### src/rtl/kfpt_pkg.sv
// kfpt_pkg: types, codes and reset values shared by the kiln firing phase tracker
// no dependencies; every rtl file uses it by scoped names

package kfpt_pkg;

  localparam int TempW = 16;
  localparam int CntW = 16;
  localparam int TickW = 32;
  localparam int NumProbes = 3;
  localparam int CfgIdxW = 3;
  localparam int CfgDataW = 16;

  typedef enum logic [2:0] {
    PH_IDLE     = 3'd0,
    PH_RESTING  = 3'd1,
    PH_PREHEAT  = 3'd2,
    PH_ACTIVE   = 3'd3,
    PH_COOLDOWN = 3'd4,
    PH_COMPLETE = 3'd5
  } phase_t;

  // vote rules; the unused code behaves as majority
  localparam logic [1:0] VOTE_ANY = 2'd0;
  localparam logic [1:0] VOTE_ALL = 2'd1;
  localparam logic [1:0] VOTE_MAJ = 2'd2;

  // configuration register indexes
  localparam logic [CfgIdxW-1:0] REG_PREHEAT  = 3'd0;
  localparam logic [CfgIdxW-1:0] REG_ACTIVATE = 3'd1;
  localparam logic [CfgIdxW-1:0] REG_COOL     = 3'd2;
  localparam logic [CfgIdxW-1:0] REG_RULE     = 3'd3;
  localparam logic [CfgIdxW-1:0] REG_REST_TO  = 3'd4;
  localparam logic [CfgIdxW-1:0] REG_COOL_NEED = 3'd5;
  localparam logic [CfgIdxW-1:0] REG_ABANDON  = 3'd6;

  localparam logic signed [TempW-1:0] RST_PREHEAT  = 16'sd800;
  localparam logic signed [TempW-1:0] RST_ACTIVATE = 16'sd3200;
  localparam logic signed [TempW-1:0] RST_COOL     = 16'sd2400;
  localparam logic [1:0]              RST_RULE     = VOTE_MAJ;
  localparam logic [CntW-1:0]         RST_REST_TO  = 16'd300;
  localparam logic [CntW-1:0]         RST_COOL_NEED = 16'd10;
  localparam logic [CntW-1:0]         RST_ABANDON  = 16'd15;

  typedef struct packed {
    logic signed [TempW-1:0] temp;
    logic                    ok;
  } probe_t;

  typedef struct packed {
    logic signed [TempW-1:0] preheat;
    logic signed [TempW-1:0] activate;
    logic signed [TempW-1:0] cool;
    logic [1:0]              rule;
    logic [CntW-1:0]         rest_to;
    logic [CntW-1:0]         cool_need;
    logic [CntW-1:0]         abandon;
  } cfg_t;

  typedef struct packed {
    phase_t           phase;
    logic             heat;
    logic             session;
    logic [TickW-1:0] ticks;
  } result_t;

endpackage

### src/rtl/kfpt_cfg_regs.sv
// kfpt_cfg_regs: configuration registers of the phase tracker, write-only port
// depends on kfpt_pkg

module kfpt_cfg_regs (
  input  logic                           clk,
  input  logic                           rst,
  input  logic                           cfg_we,
  input  logic [kfpt_pkg::CfgIdxW-1:0]   cfg_index,
  input  logic [kfpt_pkg::CfgDataW-1:0]  cfg_data,
  output kfpt_pkg::cfg_t                 cfg
);

  always_ff @(posedge clk) begin
    if (rst) begin
      cfg.preheat   <= kfpt_pkg::RST_PREHEAT;
      cfg.activate  <= kfpt_pkg::RST_ACTIVATE;
      cfg.cool      <= kfpt_pkg::RST_COOL;
      cfg.rule      <= kfpt_pkg::RST_RULE;
      cfg.rest_to   <= kfpt_pkg::RST_REST_TO;
      cfg.cool_need <= kfpt_pkg::RST_COOL_NEED;
      cfg.abandon   <= kfpt_pkg::RST_ABANDON;
    end else if (cfg_we) begin
      unique case (cfg_index)
        kfpt_pkg::REG_PREHEAT:   cfg.preheat   <= $signed(cfg_data);
        kfpt_pkg::REG_ACTIVATE:  cfg.activate  <= $signed(cfg_data);
        kfpt_pkg::REG_COOL:      cfg.cool      <= $signed(cfg_data);
        kfpt_pkg::REG_RULE:      cfg.rule      <= cfg_data[1:0];
        kfpt_pkg::REG_REST_TO:   cfg.rest_to   <= cfg_data;
        kfpt_pkg::REG_COOL_NEED: cfg.cool_need <= cfg_data;
        kfpt_pkg::REG_ABANDON:   cfg.abandon   <= cfg_data;
        default: ;
      endcase
    end
  end

endmodule

### src/rtl/kfpt_vote.sv
// kfpt_vote: votes the valid probes against one threshold by any, all or majority
// depends on kfpt_pkg

module kfpt_vote (
  input  kfpt_pkg::probe_t [kfpt_pkg::NumProbes-1:0] probes,
  input  logic signed [kfpt_pkg::TempW-1:0]          thr,
  input  logic [1:0]                                 rule,
  output logic                                       pass
);

  logic [1:0] valid_cnt;
  logic [1:0] over_cnt;

  always_comb begin
    valid_cnt = 2'd0;
    over_cnt  = 2'd0;
    for (int i = 0; i < kfpt_pkg::NumProbes; i++) begin
      if (probes[i].ok) begin
        valid_cnt = valid_cnt + 2'd1;
        if ($signed(probes[i].temp) >= thr) over_cnt = over_cnt + 2'd1;
      end
    end
  end

  always_comb begin
    if (valid_cnt == 2'd0) begin
      pass = 1'b0;
    end else begin
      case (rule)
        kfpt_pkg::VOTE_ANY: pass = (over_cnt != 2'd0);
        kfpt_pkg::VOTE_ALL: pass = (over_cnt == valid_cnt);
        default:            pass = (over_cnt > (valid_cnt >> 1));
      endcase
    end
  end

endmodule

### src/rtl/kfpt_phase.sv
// kfpt_phase: firing phase machine, run counters and session length
// depends on kfpt_pkg; takes the three vote results from kfpt_vote

module kfpt_phase (
  input  logic                clk,
  input  logic                rst,
  input  logic                step,
  input  logic                heat,
  input  logic                act_pass,
  input  logic                cool_pass,
  input  kfpt_pkg::cfg_t      cfg,
  output kfpt_pkg::result_t   res_next
);

  kfpt_pkg::phase_t              phase_reg, phase_reg_next;
  logic [kfpt_pkg::CntW-1:0]     no_heat_run, no_heat_run_next;
  logic [kfpt_pkg::CntW-1:0]     cool_run, cool_run_next;
  logic [kfpt_pkg::CntW-1:0]     cool_inc;
  logic                          session_open, session_open_next;
  logic [kfpt_pkg::TickW-1:0]    session_ticks, session_ticks_next;
  logic [kfpt_pkg::TickW-1:0]    ticks_inc;

  always_ff @(posedge clk) begin
    if (rst) begin
      phase_reg     <= kfpt_pkg::PH_IDLE;
      no_heat_run   <= '0;
      cool_run      <= '0;
      session_open  <= 1'b0;
      session_ticks <= '0;
    end else if (step) begin
      phase_reg     <= phase_reg_next;
      no_heat_run   <= no_heat_run_next;
      cool_run      <= cool_run_next;
      session_open  <= session_open_next;
      session_ticks <= session_ticks_next;
    end
  end

  assign cool_inc  = (&cool_run) ? cool_run : cool_run + 1'b1;
  assign ticks_inc = (&session_ticks) ? session_ticks : session_ticks + 1'b1;

  always_comb begin
    no_heat_run_next   = heat ? '0 : ((&no_heat_run) ? no_heat_run : no_heat_run + 1'b1);
    phase_reg_next     = phase_reg;
    cool_run_next      = cool_run;
    session_open_next  = session_open;
    session_ticks_next = session_ticks;
    unique case (phase_reg)
      kfpt_pkg::PH_IDLE: begin
        if (heat) phase_reg_next = kfpt_pkg::PH_PREHEAT;
        else if (no_heat_run_next >= cfg.rest_to) phase_reg_next = kfpt_pkg::PH_RESTING;
      end
      kfpt_pkg::PH_RESTING: begin
        if (heat) phase_reg_next = kfpt_pkg::PH_PREHEAT;
      end
      kfpt_pkg::PH_PREHEAT: begin
        if (act_pass) begin
          phase_reg_next     = kfpt_pkg::PH_ACTIVE;
          cool_run_next      = '0;
          session_open_next  = 1'b1;
          session_ticks_next = '0;
        end else if (!heat && no_heat_run_next >= cfg.abandon) begin
          phase_reg_next = kfpt_pkg::PH_RESTING;
        end
      end
      kfpt_pkg::PH_ACTIVE: begin
        session_ticks_next = ticks_inc;
        if (!cool_pass) begin
          phase_reg_next = kfpt_pkg::PH_COOLDOWN;
          cool_run_next  = '0;
        end
      end
      kfpt_pkg::PH_COOLDOWN: begin
        session_ticks_next = ticks_inc;
        if (cool_pass) begin
          phase_reg_next = kfpt_pkg::PH_ACTIVE;
          cool_run_next  = '0;
        end else begin
          cool_run_next = cool_inc;
          if (cool_inc >= cfg.cool_need) phase_reg_next = kfpt_pkg::PH_COMPLETE;
        end
      end
      kfpt_pkg::PH_COMPLETE: begin
        session_open_next = 1'b0;
        phase_reg_next    = kfpt_pkg::PH_RESTING;
      end
      default: ;
    endcase
  end

  assign res_next.phase   = phase_reg_next;
  assign res_next.heat    = heat;
  assign res_next.session = session_open_next;
  assign res_next.ticks   = session_ticks_next;

endmodule

### src/rtl/kiln_firing_phase_tracker_top.sv
// kiln_firing_phase_tracker_top: sample register, probe votes, phase update, result register
// depends on kfpt_pkg, kfpt_cfg_regs, kfpt_vote, kfpt_phase
// an accepted sample waits in the sample register, then moves on into the result register
// throughput: one sample per cycle while the result side is not stalled; the phase state
// updates as the sample enters the result register, so the phase machine sets the rate
// reset (rst, synchronous): both stages empty, phase idle, counters and session cleared,
// configuration back to its default values

module kiln_firing_phase_tracker_top (
  input  logic                                 clk,
  input  logic                                 rst,
  input  logic                                 cfg_we,
  input  logic [kfpt_pkg::CfgIdxW-1:0]         cfg_index,
  input  logic [kfpt_pkg::CfgDataW-1:0]        cfg_data,
  input  logic                                 in_valid,
  output logic                                 in_stall,
  input  logic signed [kfpt_pkg::TempW-1:0]    top_temp,
  input  logic                                 top_ok,
  input  logic signed [kfpt_pkg::TempW-1:0]    middle_temp,
  input  logic                                 middle_ok,
  input  logic signed [kfpt_pkg::TempW-1:0]    bottom_temp,
  input  logic                                 bottom_ok,
  output logic                                 out_valid,
  input  logic                                 out_stall,
  output logic [2:0]                           phase,
  output logic                                 heat_seen,
  output logic                                 in_session,
  output logic [kfpt_pkg::TickW-1:0]           session_length
);

  kfpt_pkg::cfg_t                                 cfg;
  kfpt_pkg::probe_t [kfpt_pkg::NumProbes-1:0]     probes;
  logic                                           s1_valid;
  logic                                           s1_advance;
  logic                                           heat, act_pass, cool_pass;
  kfpt_pkg::result_t                              res_next;
  kfpt_pkg::result_t                              res;

  kfpt_cfg_regs u_cfg (
    .clk       (clk),
    .rst       (rst),
    .cfg_we    (cfg_we),
    .cfg_index (cfg_index),
    .cfg_data  (cfg_data),
    .cfg       (cfg)
  );

  // sample moves on when the result register is empty or being drained
  assign s1_advance = s1_valid && (!out_valid || !out_stall);
  assign in_stall   = s1_valid && !s1_advance;

  always_ff @(posedge clk) begin
    if (rst) begin
      s1_valid <= 1'b0;
    end else if (!in_stall) begin
      s1_valid <= in_valid;
    end
  end

  always_ff @(posedge clk) begin
    if (in_valid && !in_stall) begin
      probes[0] <= '{temp: top_temp,    ok: top_ok};
      probes[1] <= '{temp: middle_temp, ok: middle_ok};
      probes[2] <= '{temp: bottom_temp, ok: bottom_ok};
    end
  end

  kfpt_vote u_heat_vote (
    .probes (probes),
    .thr    (cfg.preheat),
    .rule   (kfpt_pkg::VOTE_ANY),
    .pass   (heat)
  );

  kfpt_vote u_act_vote (
    .probes (probes),
    .thr    (cfg.activate),
    .rule   (cfg.rule),
    .pass   (act_pass)
  );

  kfpt_vote u_cool_vote (
    .probes (probes),
    .thr    (cfg.cool),
    .rule   (cfg.rule),
    .pass   (cool_pass)
  );

  kfpt_phase u_phase (
    .clk       (clk),
    .rst       (rst),
    .step      (s1_advance),
    .heat      (heat),
    .act_pass  (act_pass),
    .cool_pass (cool_pass),
    .cfg       (cfg),
    .res_next  (res_next)
  );

  always_ff @(posedge clk) begin
    if (rst) begin
      out_valid <= 1'b0;
    end else if (s1_advance) begin
      out_valid <= 1'b1;
    end else if (!out_stall) begin
      out_valid <= 1'b0;
    end
  end

  always_ff @(posedge clk) begin
    if (s1_advance) res <= res_next;
  end

  assign phase          = res.phase;
  assign heat_seen      = res.heat;
  assign in_session     = res.session;
  assign session_length = res.ticks;

endmodule

### config.mk
export PLATFORM = sky130hd
export DESIGN_NAME = kiln_firing_phase_tracker_top
export DESIGN_NICKNAME = d
export VERILOG_FILES = /design/src/rtl/kfpt_pkg.sv /design/src/rtl/kfpt_cfg_regs.sv /design/src/rtl/kfpt_vote.sv /design/src/rtl/kfpt_phase.sv /design/src/rtl/kiln_firing_phase_tracker_top.sv
export SDC_FILE = /design/constraint.sdc
export NUM_CORES = 1
export LEC_CHECK = 0
export ABC_CLOCK_PERIOD_IN_PS = 5600
export BUFFER_PORTS_ARGS = -buffer_cell sky130_fd_sc_hd__clkbuf_2
export CAP_MARGIN = 30
export CELL_PAD_IN_SITES_DETAIL_PLACEMENT = 0
export CELL_PAD_IN_SITES_GLOBAL_PLACEMENT = 1
export CORE_UTILIZATION = 42
export DETAILED_ROUTE_END_ITERATION = 16
export PLACE_DENSITY = 0.82
export SLEW_MARGIN = 5
export SYNTH_ARGS = -nofsm -noshare
export SYNTH_HDL_FRONTEND = slang
export SYNTH_SLANG_ARGS = --single-unit
### constraint.sdc
create_clock -name clk -period 5.6 [get_ports clk]
set_input_delay 0.56 -clock clk [delete_from_list [all_inputs] [get_ports clk]]
set_output_delay 0.56 -clock clk [all_outputs]
set_load 0.01 [all_outputs]
==> results.ini <==
[global_routing]
grt_pass1_vias = 13000
grt_max_degree = 88
gr-total-overflow = 0
grtUsageTotal_pct = 22.9
antenna_found_initial = 1
grt_first_pass_wirelength_mm = 70.7

[die]
die_w_um = 197
die-area_um2 = 38600
row_count = 70
io_pins = 114
initial_core_util_pct = 43.0
core-area_um2 = 37000
die_y_um = 197

[layout]
final_cell_mix = nand2_1 (297), ha_1 (197), dfxtp_1 (168), a21oi_1 (166), nor2_1 (126)
antenna_cells = 0
layout_commonest_cell = nand2_1
reg_top3 = u_cfg.cfg (98), probes (51)
largest_reg_flops = 98
fillers = 3563
drive_above_1_share_pct = 13.4
final_nets = 2248
finalInstanceArea_um2 = 18500
areaGrowthSynthToFinish_pct = 16.3
largest-register = u_cfg.cfg

[yosys]
yosys_register_bits = 256
synth_edf_count = 88
yosys-top-cells-area = dfxtp_1 (21%), edfxtp_1 (17%), ha_1 (16%)
synth_ff_type = dfxtp_1
yosysWarningCount = 0
syn_nets = 2135
yosys.area.top_type = dfxtp_1
synth.avg_cell_area_um2 = 8.56
synthCells = 1858
synth_top_area_share_pct = 21.2
syn_area_um2 = 15900
seq_area_frac_synth_pct = 37.8
synthDistinctLibCells = 80
postSynth.asyncResetShare_pct = 0

[detailed_routing]
dr.first_iter.drc_count = 947
routed_via_density = 5.54
routed_wl_mm = 44.6
wl_per_cell_um = 17.9
first_pass_iters = 5
num_vias = 13800
drc = 0
postRouteAntennaNets = 0

[sta]
slew_violations = 0
rsz0062_at_grt = true
fmax_ghz = 0.179
timing.final.hold_violations = 0
tightest_slew_ps = 968
period_share_pct = 99.6
finalCriticalPeriod_ps = 5580
setup_viol = 0
slew-limit-headroom_pct = 35.5
fin_worst_skew_ps = 19.3

[clocking]
cts_sinks = 256
htree_levels = 1
cts_buffer_depth = 3
numCtsBuffers = 30
clockRootBuffer = clkbuf_16
cts_tree = built
holdBufCountCts = 0
path_clk_slew_ps = 60
clkLatencyLatePin_ps = 580

[critical_path]
required_ps = 6060
crit_path_start_kind = flop
r2r_slack_ps = 20
critPathMaxFanout = 2
crit_path_max_incr_delay_ps = 440
worstPathArrival_ps = 6040
cp_common_cell = o21a_1
crit_type = flop to flop
crit_slowest_cell = edfxtp_1
critPathCaptureType = flop

[placed_design]
dpl.hpwl_mm = 32.6
dpl-instance-area_um2 = 17100
io_buffers = 113
gp_congestion = 0.904

[flow_run]
maxCapViolations = 0

[outcome]
status = complete, no violations

[pwr]
finalPower_mw = 4.84
ir_worst_vdd_mv = 0.187
cellPowerDensity_nw_per_um2 = 262
leakagePower_nw = 7.34

[min_path]
hp-class = primary input to flop

## Yosys cell counts, types with 15 or more instances
master	instances
a21oi_1	169
nand3_1	51
nor3_1	22
ha_1	202
edfxtp_1	88
xnor2_1	16
nor2_1	129
o211ai_1	29
o21a_1	21
dfxtp_1	168
nand2_1	297
nand2b_1	22
clkbuf_1	63
nand4_1	42
o21ai_1	58
and3_1	20
nor2b_1	23
o31ai_1	47
inv_1	115
o21ai_0	51
a21o_1	27
mux2i_1	15
## logic make-up (layout without fill, tap and decap cells)
family / count (synthesis) / after routing / share of synthesized area (%)
XOR/XNOR: 30 / 30 / 1.65
buffers and inverters: 198 / 335 / 4.81
adder cells (fa/ha/maj): 202 / 202 / 15.9
AND/OR/NAND/NOR: 667 / 667 / 19.3
multiplexers: 21 / 21 / 1.39
flip-flops: 256 / 256 / 37.8
AO/OA/AOI/OAI: 484 / 484 / 19.1
## critical path, delay by kind of cell (launching register included)
kind,cells,cell delay [ps]
compound gates,20,2850
simple gates,5,1090
fa+ha+maj,3,810
flops,1,440
mux,1,160
buf+inv,1,120
## what timing repair did
action                                  CTS  global route
pin swaps                                 6            18
resized for setup                         9            32
buffers inserted                          1             4
endpoints found under the setup margin    4            51
gates cloned                              0             1
## worst paths after layout
check / start / to / cells past startpoint
max: probes[19]$_DFFE_PP_ / u_phase.phase_reg[1]$_SDFFE_PP0P_ / 30
min: top_temp[13] / probes[14]$_DFFE_PP_ / 1
max reg2reg: probes[19]$_DFFE_PP_ / u_phase.phase_reg[1]$_SDFFE_PP0P_ / 30
min reg2reg: u_cfg.cfg[74]$_SDFFE_PP0P_ / u_cfg.cfg[74]$_SDFFE_PP0P_ / 2
## through the flow
| step | std cells | setup slack (ps) | hold WS (ps) | util (%) | TNS (ps) |
|---|---|---|---|---|---|
| final | 2499 | 21.7 | 152 | 50.0 | 0 |
| after global routing | 2499 | -227 | 135 | 50.0 | -1470 |
| after CTS | 2494 | -13.2 | 126 | 49.5 | -13.2 |
| after detailed placement | 2437 | -215 | 447 | 46.3 | -627 |
| after global placement | 2435 | -185 | 442 | 46.3 | -314 |
| after floorplan | 1858 | 183 | 436 | - | 0 |
## final cells by class
| type | instances | area, um2 | area share [%] |
|---|---|---|---|
| Clock buffer | 36 | 858 | 4.64 |
| Clock inverter | 20 | 245 | 1.33 |
| Sequential cell | 256 | 6010 | 32.5 |
| Multi-Input combinational cell | 1404 | 9310 | 50.4 |
| Timing Repair Buffer | 162 | 988 | 5.35 |
| Tap cell | 504 | 631 | 3.41 |
| Inverter | 117 | 439 | 2.38 |
## report_power, final
part | switching, mW | internal [mW]
Combinational | 0.389 | 0.260
Clock | 0.839 | 1.32
Sequential | 0.0477 | 1.98
## routing by layer
metal | GRT usage, % | vias up | share of wire [%]
li1 | - | 6900 | -
met1 | 31.9 | 6549 | 48
met2 | 38.0 | 334 | 46
met3 | 2.70 | 58 | 4.8
met4 | 5.06 | 2 | 1.7
met5 | 0 | - | 0.038
Note: power is estimated with default switching activity, not from simulation.
